==> src/rtl/core/b64sc_pkg.sv <==
// Shared constants, codes and character tables for the base64 stream codec.
// No dependencies; used by base64_stream_codec.
`default_nettype none

package b64sc_pkg;

  // Direction register values.
  localparam logic DIR_ENC = 1'b0;
  localparam logic DIR_DEC = 1'b1;

  // Error codes carried on the result tuser.
  localparam logic [1:0] ERR_NONE = 2'd0;
  localparam logic [1:0] ERR_CHAR = 2'd1;
  localparam logic [1:0] ERR_LEN  = 2'd2;

  // Decoded character classes beyond the 64 alphabet values.
  localparam logic [6:0] CODE_PAD = 7'd64;
  localparam logic [6:0] CODE_BAD = 7'd65;

  localparam logic [7:0] PAD_CHAR = 8'h3D;

  // Maximum number of results one input transaction can cause.
  localparam int unsigned MaxResults = 4;

  // Six-bit value to its alphabet character.
  function automatic logic [7:0] enc_char(input logic [5:0] six);
    logic [7:0] s;
    s = {2'b00, six};
    if (six < 6'd26) begin
      enc_char = s + 8'h41;
    end else if (six < 6'd52) begin
      enc_char = s + 8'h47;
    end else if (six < 6'd62) begin
      enc_char = s - 8'd4;
    end else if (six == 6'd62) begin
      enc_char = 8'h2B;
    end else begin
      enc_char = 8'h2F;
    end
  endfunction

  // Character to its six-bit value, or the pad or bad class.
  function automatic logic [6:0] dec_char(input logic [7:0] c);
    if (c inside {[8'h41:8'h5A]}) begin
      dec_char = 7'(c - 8'h41);
    end else if (c inside {[8'h61:8'h7A]}) begin
      dec_char = 7'(c - 8'h47);
    end else if (c inside {[8'h30:8'h39]}) begin
      dec_char = 7'(c + 8'd4);
    end else if (c == 8'h2B) begin
      dec_char = 7'd62;
    end else if (c == 8'h2F) begin
      dec_char = 7'd63;
    end else if (c == PAD_CHAR) begin
      dec_char = CODE_PAD;
    end else begin
      dec_char = CODE_BAD;
    end
  endfunction

endpackage

`default_nettype wire

==> src/rtl/core/base64_stream_codec.sv <==
// Base64 stream codec (standard alphabet, '=' padding), encode or decode.
// Depends on b64sc_pkg for character tables and codes.
//
//   channel   | direction | width             | notes
//   ----------+-----------+-------------------+------------------------------
//   s_axis    | in        | tdata 8, tlast 1  | byte (encode) or char (decode)
//   m_axis    | out       | tdata 8, tlast 1, | char or byte; tuser = error
//             |           | tuser 2           |
//   cfg       | in        | data 1            | direction; resets stream state
//
// Each input transaction is decoded combinationally into a burst register of up
// to four results, which drains one result per cycle on m_axis while m_axis_tready
// is high. An item gives at most one result per decode character, up to three
// on a bad or final character, four per three encoded bytes and up to four on
// the last byte. A new item is taken in the same cycle the last result of the
// burst is taken. Stalls on m_axis hold the burst and back-pressure s_axis.
// Reset clears direction to encode and empties all stream state.
`default_nettype none

module base64_stream_codec (
  input  wire logic       clk_i,
  input  wire logic       rst_ni,
  // Configuration: direction register.
  input  wire logic       cfg_valid_i,
  output logic            cfg_ready_o,
  input  wire logic       cfg_data_i,
  // Input stream.
  input  wire logic       s_axis_tvalid,
  output logic            s_axis_tready,
  input  wire logic [7:0] s_axis_tdata,   // [7:0] in_value
  input  wire logic       s_axis_tlast,   // in_last
  // Result stream.
  output logic            m_axis_tvalid,
  input  wire logic       m_axis_tready,
  output logic [7:0]      m_axis_tdata,   // [7:0] out_value
  output logic            m_axis_tlast,   // out_last
  output logic [1:0]      m_axis_tuser    // [1:0] error_code
);

  localparam int unsigned NRes = b64sc_pkg::MaxResults;

  // Stream state.
  logic       dir_q;
  logic [1:0] phase_q, phase_d;
  logic [5:0] resid_q, resid_d;
  logic [1:0] pad_q, pad_d;
  logic [7:0] pend_q, pend_d;
  logic       pend_vld_q, pend_vld_d;

  // Burst of pending results; entry 0 is presented on m_axis.
  logic [7:0] buf_val_q  [NRes];
  logic       buf_last_q [NRes];
  logic [1:0] buf_err_q  [NRes];
  logic [2:0] cnt_q;

  // Results of the current input item.
  logic [7:0] res_val  [NRes];
  logic       res_last [NRes];
  logic [1:0] res_err  [NRes];
  logic [2:0] res_n;

  logic       in_acc, out_acc, cfg_acc;
  logic [7:0] v;
  logic [6:0] code;
  logic       bad;
  logic [1:0] ph_next;
  logic [7:0] byte_v;
  logic       have;

  assign cfg_ready_o   = 1'b1;
  assign cfg_acc       = cfg_valid_i & cfg_ready_o;
  assign m_axis_tvalid = (cnt_q != 3'd0);
  assign out_acc       = m_axis_tvalid & m_axis_tready;
  assign s_axis_tready = (cnt_q == 3'd0) | ((cnt_q == 3'd1) & m_axis_tready);
  assign in_acc        = s_axis_tvalid & s_axis_tready;

  assign m_axis_tdata = buf_val_q[0];
  assign m_axis_tlast = buf_last_q[0];
  assign m_axis_tuser = buf_err_q[0];

  assign v    = s_axis_tdata;
  assign code = b64sc_pkg::dec_char(v);

  always_comb begin
    for (int i = 0; i < NRes; i++) begin
      res_val[i]  = '0;
      res_last[i] = 1'b0;
      res_err[i]  = b64sc_pkg::ERR_NONE;
    end
    res_n      = '0;
    phase_d    = phase_q;
    resid_d    = resid_q;
    pad_d      = pad_q;
    pend_d     = pend_q;
    pend_vld_d = pend_vld_q;
    bad        = 1'b0;
    have       = 1'b0;
    byte_v     = '0;
    ph_next    = phase_q + 2'd1;

    if (dir_q == b64sc_pkg::DIR_ENC) begin
      case (phase_q)
        2'd0: begin
          res_val[0] = b64sc_pkg::enc_char(v[7:2]);
          resid_d    = {v[1:0], 4'b0000};
          phase_d    = 2'd1;
          if (s_axis_tlast) begin
            res_val[1]  = b64sc_pkg::enc_char({v[1:0], 4'b0000});
            res_val[2]  = b64sc_pkg::PAD_CHAR;
            res_val[3]  = b64sc_pkg::PAD_CHAR;
            res_last[3] = 1'b1;
            res_n       = 3'd4;
          end else begin
            res_n = 3'd1;
          end
        end
        2'd1: begin
          res_val[0] = b64sc_pkg::enc_char(resid_q | {2'b00, v[7:4]});
          resid_d    = {v[3:0], 2'b00};
          phase_d    = 2'd2;
          if (s_axis_tlast) begin
            res_val[1]  = b64sc_pkg::enc_char({v[3:0], 2'b00});
            res_val[2]  = b64sc_pkg::PAD_CHAR;
            res_last[2] = 1'b1;
            res_n       = 3'd3;
          end else begin
            res_n = 3'd1;
          end
        end
        default: begin
          res_val[0]  = b64sc_pkg::enc_char(resid_q | {4'b0000, v[7:6]});
          res_val[1]  = b64sc_pkg::enc_char(v[5:0]);
          res_last[1] = s_axis_tlast;
          resid_d     = '0;
          phase_d     = 2'd0;
          res_n       = 3'd2;
        end
      endcase
      if (s_axis_tlast) begin
        phase_d    = '0;
        resid_d    = '0;
        pad_d      = '0;
        pend_d     = '0;
        pend_vld_d = 1'b0;
      end
    end else begin
      bad = (code == b64sc_pkg::CODE_BAD)
          | ((code == b64sc_pkg::CODE_PAD) & (phase_q < 2'd2))
          | ((code != b64sc_pkg::CODE_PAD) & (pad_q != 2'd0));
      if (bad) begin
        if (pend_vld_q) begin
          res_val[0] = pend_q;
          res_n      = 3'd1;
        end
        res_last[res_n[1:0]] = 1'b1;
        res_err[res_n[1:0]]  = b64sc_pkg::ERR_CHAR;
        res_n                = res_n + 3'd1;
        phase_d    = '0;
        resid_d    = '0;
        pad_d      = '0;
        pend_d     = '0;
        pend_vld_d = 1'b0;
      end else begin
        if (code == b64sc_pkg::CODE_PAD) begin
          if (pad_q < 2'd2) begin
            pad_d = pad_q + 2'd1;
          end
        end else begin
          case (phase_q)
            2'd0: begin
              resid_d = code[5:0];
            end
            2'd1: begin
              byte_v  = {resid_q, code[5:4]};
              resid_d = {2'b00, code[3:0]};
              have    = 1'b1;
            end
            2'd2: begin
              byte_v  = {resid_q[3:0], code[5:2]};
              resid_d = {4'b0000, code[1:0]};
              have    = 1'b1;
            end
            default: begin
              byte_v  = {resid_q[1:0], code[5:0]};
              resid_d = '0;
              have    = 1'b1;
            end
          endcase
        end
        if (have) begin
          if (pend_vld_q) begin
            res_val[0] = pend_q;
            res_n      = 3'd1;
          end
          pend_d     = byte_v;
          pend_vld_d = 1'b1;
        end
        phase_d = ph_next;
        if (s_axis_tlast) begin
          // The held byte goes out with the end of the stream or ahead of
          // the short-length error.
          if (ph_next != 2'd0) begin
            if (pend_vld_d) begin
              res_val[res_n[1:0]] = pend_d;
              res_n               = res_n + 3'd1;
            end
            res_last[res_n[1:0]] = 1'b1;
            res_err[res_n[1:0]]  = b64sc_pkg::ERR_LEN;
            res_n                = res_n + 3'd1;
          end else if (pend_vld_d) begin
            res_val[res_n[1:0]]  = pend_d;
            res_last[res_n[1:0]] = 1'b1;
            res_n                = res_n + 3'd1;
          end
          phase_d    = '0;
          resid_d    = '0;
          pad_d      = '0;
          pend_d     = '0;
          pend_vld_d = 1'b0;
        end
      end
    end
  end

  always_ff @(posedge clk_i or negedge rst_ni) begin
    if (!rst_ni) begin
      dir_q      <= b64sc_pkg::DIR_ENC;
      phase_q    <= '0;
      resid_q    <= '0;
      pad_q      <= '0;
      pend_vld_q <= 1'b0;
      cnt_q      <= '0;
    end else begin
      if (cfg_acc) begin
        dir_q      <= cfg_data_i;
        phase_q    <= '0;
        resid_q    <= '0;
        pad_q      <= '0;
        pend_vld_q <= 1'b0;
      end else if (in_acc) begin
        phase_q    <= phase_d;
        resid_q    <= resid_d;
        pad_q      <= pad_d;
        pend_vld_q <= pend_vld_d;
      end
      if (in_acc) begin
        cnt_q <= res_n;
      end else if (out_acc) begin
        cnt_q <= cnt_q - 3'd1;
      end
    end
  end

  // Payload registers: the held byte and the result burst.
  always_ff @(posedge clk_i) begin
    if (in_acc) begin
      pend_q <= pend_d;
      for (int i = 0; i < NRes; i++) begin
        buf_val_q[i]  <= res_val[i];
        buf_last_q[i] <= res_last[i];
        buf_err_q[i]  <= res_err[i];
      end
    end else if (out_acc) begin
      for (int i = 0; i < NRes - 1; i++) begin
        buf_val_q[i]  <= buf_val_q[i+1];
        buf_last_q[i] <= buf_last_q[i+1];
        buf_err_q[i]  <= buf_err_q[i+1];
      end
    end
  end

  a_cnt_range : assert property (@(posedge clk_i) disable iff (!rst_ni)
    cnt_q <= 3'd4)
    else $error("result burst count out of range");

  a_last_at_end : assert property (@(posedge clk_i) disable iff (!rst_ni)
    cnt_q > 3'd1 |-> !buf_last_q[0])
    else $error("end-of-stream marker ahead of other results");

  a_err_is_last : assert property (@(posedge clk_i) disable iff (!rst_ni)
    m_axis_tvalid && (buf_err_q[0] != b64sc_pkg::ERR_NONE) |-> buf_last_q[0])
    else $error("error result not marked as end of stream");

  a_stream_clear : assert property (@(posedge clk_i) disable iff (!rst_ni)
    in_acc && s_axis_tlast |=> (phase_q == 2'd0) && (pad_q == 2'd0) && !pend_vld_q)
    else $error("stream state not cleared after the last item");

endmodule

`default_nettype wire

==> config.mk <==
export PLATFORM = sky130hd
export DESIGN_NAME = base64_stream_codec
export DESIGN_NICKNAME = d
export VERILOG_FILES = /design/src/rtl/core/b64sc_pkg.sv /design/src/rtl/core/base64_stream_codec.sv
export SDC_FILE = /design/constraint.sdc
export NUM_CORES = 1
export LEC_CHECK = 0
export BUFFER_PORTS_ARGS = -buffer_cell sky130_fd_sc_hd__clkbuf_2
export CAP_MARGIN = 20
export CORE_MARGIN = 5
export CORE_UTILIZATION = 25
export CTS_BUF_LIST = sky130_fd_sc_hd__clkbuf_8
export CTS_CLUSTER_SIZE = 14
export DETAILED_ROUTE_END_ITERATION = 10
export SLEW_MARGIN = 0
export SYNTH_ARGS = -nofsm -noshare
export SYNTH_HDL_FRONTEND = slang
export SYNTH_SLANG_ARGS = --single-unit
==> constraint.sdc <==
create_clock -name clk_i -period 4.3 [get_ports clk_i]
set_input_delay 0 -clock clk_i [delete_from_list [all_inputs] [get_ports clk_i]]
set_output_delay 0 -clock clk_i [all_outputs]
set_load 0.05 [all_outputs]
==> run_results.csv, run 1 <==
group,metric,value,unit
route,wl_met2,9.293,mm
setup_path,startpoint_type,"primary input",
floorplan,rows,55,
floorplan,die_w,162.2,um
cts,htreeDepth,2,
sta,fin_worst_skew,0.01683,ns
layout,multiInputGateArea,3956,sq um
floorplan,core,22710,sq um
sta,slew-limit-headroom,25.68,%
yosys,synth_top_area_cell,"edfxtp_1",
floorplan,fp.dieArea,26320,sq um
setup_path,slowest_stage,"a2111oi_1",
route,wl_per_cell,19.35,um
placed_design,globalplace.congestion,0.9766,
yosys,synthArstFlopShare,29.41,%
cts,cts_resized,0,
yosys,synth.most_common_cell,"nand2_1",
sta,layout_setup_ws,0.3998,ns
placed_design,dpl.hpwl,14.96,mm
worst_hold_path,hold_path.class,"in2reg",
layout,layout-drive-gt1-share,14.46,%
route,highest_layer,"met4",
route,wl_met1,8.611,mm
sta,final-max-slew-violation-count,0,
cts,cts_tree,"done",
global_route,antenna_found_initial,0,
cts,post-cts-setup-buffers,0,
yosys,ys_ff_latch,51,
layout,n_fill_cell,2441,
route,dr.pass1.iters,6,
layout,syn_to_final_growth,10.73,%
setup_path,rr_worst_depth,9,
yosys,ys.flop_type,"edfxtp_1",
placed_design,place_ws,0.2095,ns
sta,hold_viol,0,
sta,fmax,256.4,MHz
cts,cts_buffer_depth,2,
layout,finalNetCount,796,
route,drtIter0Drc,786,
cts,cts.sinks,51,
pwr,power_density,405.0,nW/um^2
setup_path,path_cells,"clkbuf_2 > inv_1 > buf_4 > ha_1 > nand2b_1 > a21o_1 > a2111oi_1 > nand2_1 > a31oi_4 > a41oi_4 > buf_4 > ha_1 > nor3b_1 > nor2_1 > and3_1 > a32o_1 > o21ai_0 > a31oi_1",
cts,path_clk_slew,0.10,ns
setup_path,cp.arrival,3.96,ns
outcome,status,"complete, no violations",
layout,final_area,6415,sq um
setup_path,endpoint_kind,"register",
sta,fin_tns_setup,0,ns
setup_path,crit_fanout,15,
route,vias,5947,
pwr,vdd_ir_drop_max,0.1621,mV
global_route,grt_use_total,14.83,%
layout,num_antenna_cells,0,
global_route,grt_overflow,0,
yosys,synthCells,726,
yosys,ys.warnings.count,0,
floorplan,start_util,25.51,%
setup_path,required,4.36,ns
sta,post-route-period-util,90.70,%
setup_path,r2r_setup_slack,1.12,ns
worst_hold_path,hp-start,"m_axis_tready",
yosys,synthTopCellsByArea,"edfxtp_1 (19%), ha_1 (7.6%), dfrtp_1 (6.5%)",
job,drv_cap,0,
setup_path,cp_top_family,"compound AO/OA/AOI/OAI gates",
setup_path,crit_buf_inv,4,
yosys,syn_nets,776,
route,wl_met3,1.412,mm
yosys,avgSynthCellArea,7.979,sq um
cts,root_buffer,"clkbuf_8",
placed_design,postPlaceCellArea,6295,sq um
route,viasPerCell,5.763,
floorplan,die_h,162.2,um
placed_design,port_buffers,27,
route,totalWireLength,19.97,mm
global_route,grt_start_max_net_pins,26,
yosys,ys_seq_area_share,25.14,%
route,drtAntennaViolNets,0,
cts,cts-buffers-inserted,5,
yosys,yosysUniqueCellTypes,94,
setup_path,r2r-end,"buf_val_q[0][0]$_DFFE_PP_",
yosys,synth_common_cells,"nand2_1 (77), nor2_1 (61), a21oi_1 (58)",
setup_path,critical-path-max-stage-delay,0.59,ns
route,drc,0,
yosys,synth-edff-count,36,
global_route,grt_first_pass_wirelength,31.68,mm
layout,regArea,1456,sq um
cts,clk_latency,0.32,ns
global_route,grt_pass1_vias,5619,
worst_hold_path,whs_endpoint,"cnt_q[2]$_DFFE_PN0P_",
yosys,synthesis.area,5793,sq um
sta,finalCriticalPeriod,3.900,ns
pwr,p_leak,2.414,nW
sta,rsz0062_at_grt,"false",
setup_path,cp-startpoint,"s_axis_tdata[2]",
sta,setup_viol,0,
setup_path,crit_type,"in2reg",
floorplan,ios,29,
setup_path,rr_startpoint,"phase_q[1]$_DFFE_PN0P_",
sta,tightest_slew,1.111,ns
yosys,netlist.area_leader.share,18.66,%
pwr,power,0.002598,W
worst_hold_path,hold_depth,4,
[worst max path at each step]
stage                                            to  slack [ns]  cells after the start
after detailed placement  buf_val_q[0][2]$_DFFE_PP_        0.21                     18
after global routing      buf_val_q[0][0]$_DFFE_PP_        0.02                     19
final                     buf_val_q[0][2]$_DFFE_PP_        0.40                     18
after floorplan           buf_val_q[0][3]$_DFFE_PP_        0.26                     17
after CTS                 buf_val_q[0][2]$_DFFE_PP_        0.53                     18
after global placement    buf_val_q[0][2]$_DFFE_PP_        0.16                     18
[final cells by class]
type                    instances  share of cell area [%]
flip-flops and latches         51                   22.70
well taps                     285                   5.559
clock buffers                   5                   1.073
inverters                      36                   2.107
clock inverters                 3                  0.3706
multi-input cells             588                   61.67
repair buffers                 64                   6.515
[worst register-to-register path, cell delays in order, from the launching register on]
cell,delay (ns)
dfrtp_1,0.52
inv_1,0.18
ha_1,0.45
nor2_1,0.93
o21ai_0,0.22
a21oi_1,0.23
a211oi_1,0.08
nor2_1,0.19
a21oi_1,0.07
a31oi_1,0.18
[routing by layer]
metal	vias up	global-route usage (%)
li1	2787	-
met1	2834	20.12
met2	274	23.97
met3	52	2.258
met4	0	5.229
met5	-	0
[stage by stage]
step	util [%]	cells	hold WS, ns
after CTS	28.21	1031	0.08211
after global routing	28.25	1032	0.1141
after detailed placement	27.72	1021	-0.004959
after global placement	27.72	1021	-0.02081
after floorplan	-	726	-0.2956
final	28.25	1032	0.08386
[timing repair]
item | in CTS | in global routing
hold buffers | 2 | 0
setup endpoints to repair | 0 | 0
hold endpoints to repair | 16 | 0
[state kept, by name, summed over array words and instances (netlist names)]
signal	flops
buf_val_q	18
buf_last_q	4
phase_q	2
buf_err_q	6
resid_q	6
cnt_q	3
pend_vld_q	1
pad_q	2
pend_q	8
dir_q	1
[layout by cell type (no fill, tap or decap), types with 16 or more instances in the layout]
cell type and count:
nand2_1 77, nor2_1 61, a21oi_1 58, o21ai_0 49
edfxtp_1 36, inv_1 35, ha_1 35, buf_4 35
nand3_1 31, clkbuf_2 27, and3_1 17, nor3_1 16
[cell families (layout without fill, tap and decap cells)]
logic type      after synthesis  count (layout)  share of synthesized area (%)
compound gates              254             254                          32.36
flops                        51              51                          25.14
buf+inv                      87             108                          6.566
simple gates                268             268                          23.35
mux                          14              14                          2.549
other cells                   1               1                        0.06473
xor+xnor                     16              16                          2.419
fa+ha+maj                    35              35                          7.559
[power by group]
group | switching (W) | leakage [nW] | internal, W
Sequential | 0.0000858 | 0.558 | 0.000722
Clock | 0.000177 | 0.0408 | 0.000117
Combinational | 0.00105 | 1.82 | 0.000445
No activity file was read; power rests on OpenSTA's default activity.
==> inputs of run 2 (changes only) <==
==> constraint.sdc (replaced) <==
create_clock -name clk_i -period 5 [get_ports clk_i]
set_input_delay 0 -clock clk_i [delete_from_list [all_inputs] [get_ports clk_i]]
set_output_delay 0 -clock clk_i [all_outputs]
set_load 0.05 [all_outputs]
==> run 2 against run 1 <==
Against the previous run: non-clock buffer count decreased by 21; global-route usage decreased by 0.31 points; register-to-register slack improved by 0.25 ns; clock power decreased by 8.2%; sequential power decreased by 14%; worst setup slack improved by 0.16 ns; final area decreased by 2.4%; routed wire length decreased by 1.8%; largest cell class unchanged.
==> run_results.csv, run 2 (same netlist as run 1, synthesis figures left out) <==
group,metric,value,unit
sta,fmax,225.2,MHz
worst_hold_path,hold_depth,4,
pwr,power,0.002221,W
sta,fin_worst_skew,0.02433,ns
cts,cts_tree,"done",
setup_path,r2r_setup_slack,1.37,ns
sta,finalCriticalPeriod,4.440,ns
sta,final-max-slew-violation-count,0,
layout,finalNetCount,775,
setup_path,crit_fanout,19,
placed_design,globalplace.congestion,0.9334,
floorplan,rows,55,
floorplan,core,22710,sq um
layout,final_cell_mix,"nand2_1 (77), nor2_1 (61), a21oi_1 (58), o21ai_0 (49), edfxtp_1 (36)",
cts,cts_buffer_depth,2,
global_route,grt_overflow,0,
floorplan,fp.dieArea,26320,sq um
setup_path,crit_cells,18,
cts,clk_latency,0.33,ns
setup_path,critPathMostFrequentCell,"inv_1",
setup_path,cp-startpoint,"s_axis_tdata[5]",
global_route,grt_pass1_vias,5582,
sta,hold_viol,0,
sta,post-route-period-util,88.81,%
route,drtAntennaViolNets,0,
sta,slew-limit-headroom,28.54,%
floorplan,ios,29,
layout,largest_reg_flops,18,
pwr,vdd_ir_drop_max,0.1439,mV
global_route,grt_first_pass_wirelength,31.44,mm
pwr,p_switching,0.001130,W
worst_hold_path,hold_path.class,"in2reg",
layout,syn_to_final_growth,8.078,%
pwr,p_leak,2.316,nW
route,vias,5909,
global_route,grt_start_max_net_pins,32,
cts,cts_resized,0,
cts,path_clk_slew,0.10,ns
floorplan,die_w,162.2,um
layout,reg.largest.list,"buf_val_q: 18 flops, pend_q: 8 flops",
route,dr.pass1.iters,6,
route,totalWireLength,19.61,mm
placed_design,postPlaceCellArea,6145,sq um
setup_path,startpoint_type,"primary input",
setup_path,rr_startpoint,"phase_q[1]$_DFFE_PN0P_",
global_route,antenna_found_initial,0,
setup_path,cp.arrival,4.60,ns
floorplan,start_util,25.51,%
placed_design,dpl.hpwl,14.59,mm
setup_path,crit_end,"buf_val_q[0][0]$_DFFE_PP_",
sta,rsz0062_at_grt,"false",
pwr,p_comb_share,56.7,%
pwr,p_int,0.001092,W
cts,cts.sinks,51,
setup_path,crit_type,"in2reg",
setup_path,path_cells,"clkbuf_2 > inv_1 > ha_1 > inv_1 > o21ai_1 > or3_4 > a41oi_2 > a221oi_4 > a41oi_4 > inv_1 > ha_1 > nor3b_1 > buf_4 > and2_1 > a21boi_0 > o2bb2ai_1 > o21ai_0 > a31oi_1",
setup_path,slowest_stage,"or3_4",
setup_path,endpoint_kind,"register",
pwr,swShare,50.86,%
cts,cts-buffers-inserted,5,
global_route,grt_use_total,14.51,%
route,viasPerCell,5.845,
sta,tightest_slew,1.068,ns
cts,htreeDepth,2,
sta,fin_tns_setup,0,ns
pwr,pwr-share-seq,31.2,%
setup_path,crit_buf_inv,5,
route,drtIter0Drc,791,
setup_path,rr_worst_depth,12,
layout,final_area,6261,sq um
setup_path,r2r-end,"buf_val_q[0][0]$_DFFE_PP_",
setup_path,cp_top_family,"compound AO/OA/AOI/OAI gates",
setup_path,required,5.16,ns
pwr,clock_power_share,12.2,%
job,drv_cap,0,
layout,num_antenna_cells,0,
route,drc,0,
sta,setup_viol,0,
floorplan,die_h,162.2,um
placed_design,dp.cells,1001,
route,wl_per_cell,19.40,um
cts,root_buffer,"clkbuf_8",
layout,layout-drive-gt1-share,11.98,%
layout,layout_commonest_cell,"nand2_1",
placed_design,port_buffers,27,
setup_path,critical-path-max-stage-delay,0.48,ns
outcome,status,"complete, no violations",
layout,layoutNonFillerInstCount,1011,
pwr,power_density,354.8,nW/um^2
layout,regMostFlops,"buf_val_q",
run 2: changes by cell type in the layout (fill, tap and decap cells not counted), sizes merged:
cell	previous run	this run
buf	35	14
inv	36	37
clkinvlp	2	1
run 2: worst reg2reg max path, delay by kind of cell, from the launching register on:
family | cells | cell delay (ns)
AOI/OAI and AO/OA | 5 | 1.10
adders and majority gates | 2 | 0.74
buffers and inverters | 3 | 0.66
DFF | 1 | 0.50
and+or+nand+nor | 2 | 0.47
run 2: worst min-delay path by stage:
stage | slack (ns) | startpoint | endpoint
6_report | 0.07 | m_axis_tready | cnt_q[2]$_DFFE_PN0P_
5_1_grt | 0.1 | cfg_valid_i | phase_q[1]$_DFFE_PN0P_
4_1_cts | 0.07 | m_axis_tready | cnt_q[2]$_DFFE_PN0P_
3_5_place_dp | -0.02 | rst_ni | cnt_q[2]$_DFFE_PN0P_
3_3_place_gp | -0.02 | rst_ni | cnt_q[2]$_DFFE_PN0P_
2_1_floorplan | -0.30 | rst_ni | cnt_q[0]$_DFFE_PN0P_
run 2: through the flow:
| step | hold slack [ns] | util (%) | setup slack [ns] |
|---|---|---|---|
| 2_1_floorplan | -0.2956 | - | 0.9634 |
| 3_3_place_gp | -0.02460 | 27.06 | 0.4702 |
| 3_5_place_dp | -0.02317 | 27.06 | 0.3828 |
| 4_1_cts | 0.06857 | 27.57 | 0.6855 |
| 5_1_grt | 0.09733 | 27.57 | 0.3097 |
| 6_report | 0.07435 | 27.57 | 0.5596 |
run 2: repair_timing:
item                      CTS  global route
hold buffers                2             0
hold endpoints to repair   16             0
buffers inserted            0             0
run 2: layout make-up:
cell class / instances / area [sq um]
multi-input cells: 588 / 3956
fillers: 2458 / 16450
flip-flops and latches: 51 / 1456
clock buffers: 5 / 68.82
inverters: 36 / 135.1
repair buffers: 43 / 260.3
clock inverters: 3 / 27.53
well taps: 285 / 356.6
run 2: power by group through the flow:
| stage | clock (W) | sequential, W | combinational [W] |
|---|---|---|---|
| after floorplan | 0 | 0.000819 | 0.000778 |
| after global placement | 0 | 0.000704 | 0.00125 |
| after detailed placement | 0 | 0.000705 | 0.00124 |
| after CTS | 0.000265 | 0.000695 | 0.00125 |
| after global routing | 0.000286 | 0.000707 | 0.00137 |
| final | 0.000270 | 0.000692 | 0.00126 |
run 2: layer usage:
| metal | share of wire, % | vias up | track usage, % |
|---|---|---|---|
| met2 | 46 | 299 | 24.06 |
| met1 | 42 | 2802 | 19.30 |
| met3 | 7.7 | 58 | 1.979 |
| met5 | 0 | - | 0 |
| li1 | - | 2750 | - |
| met4 | 4.1 | 0 | 5.229 |
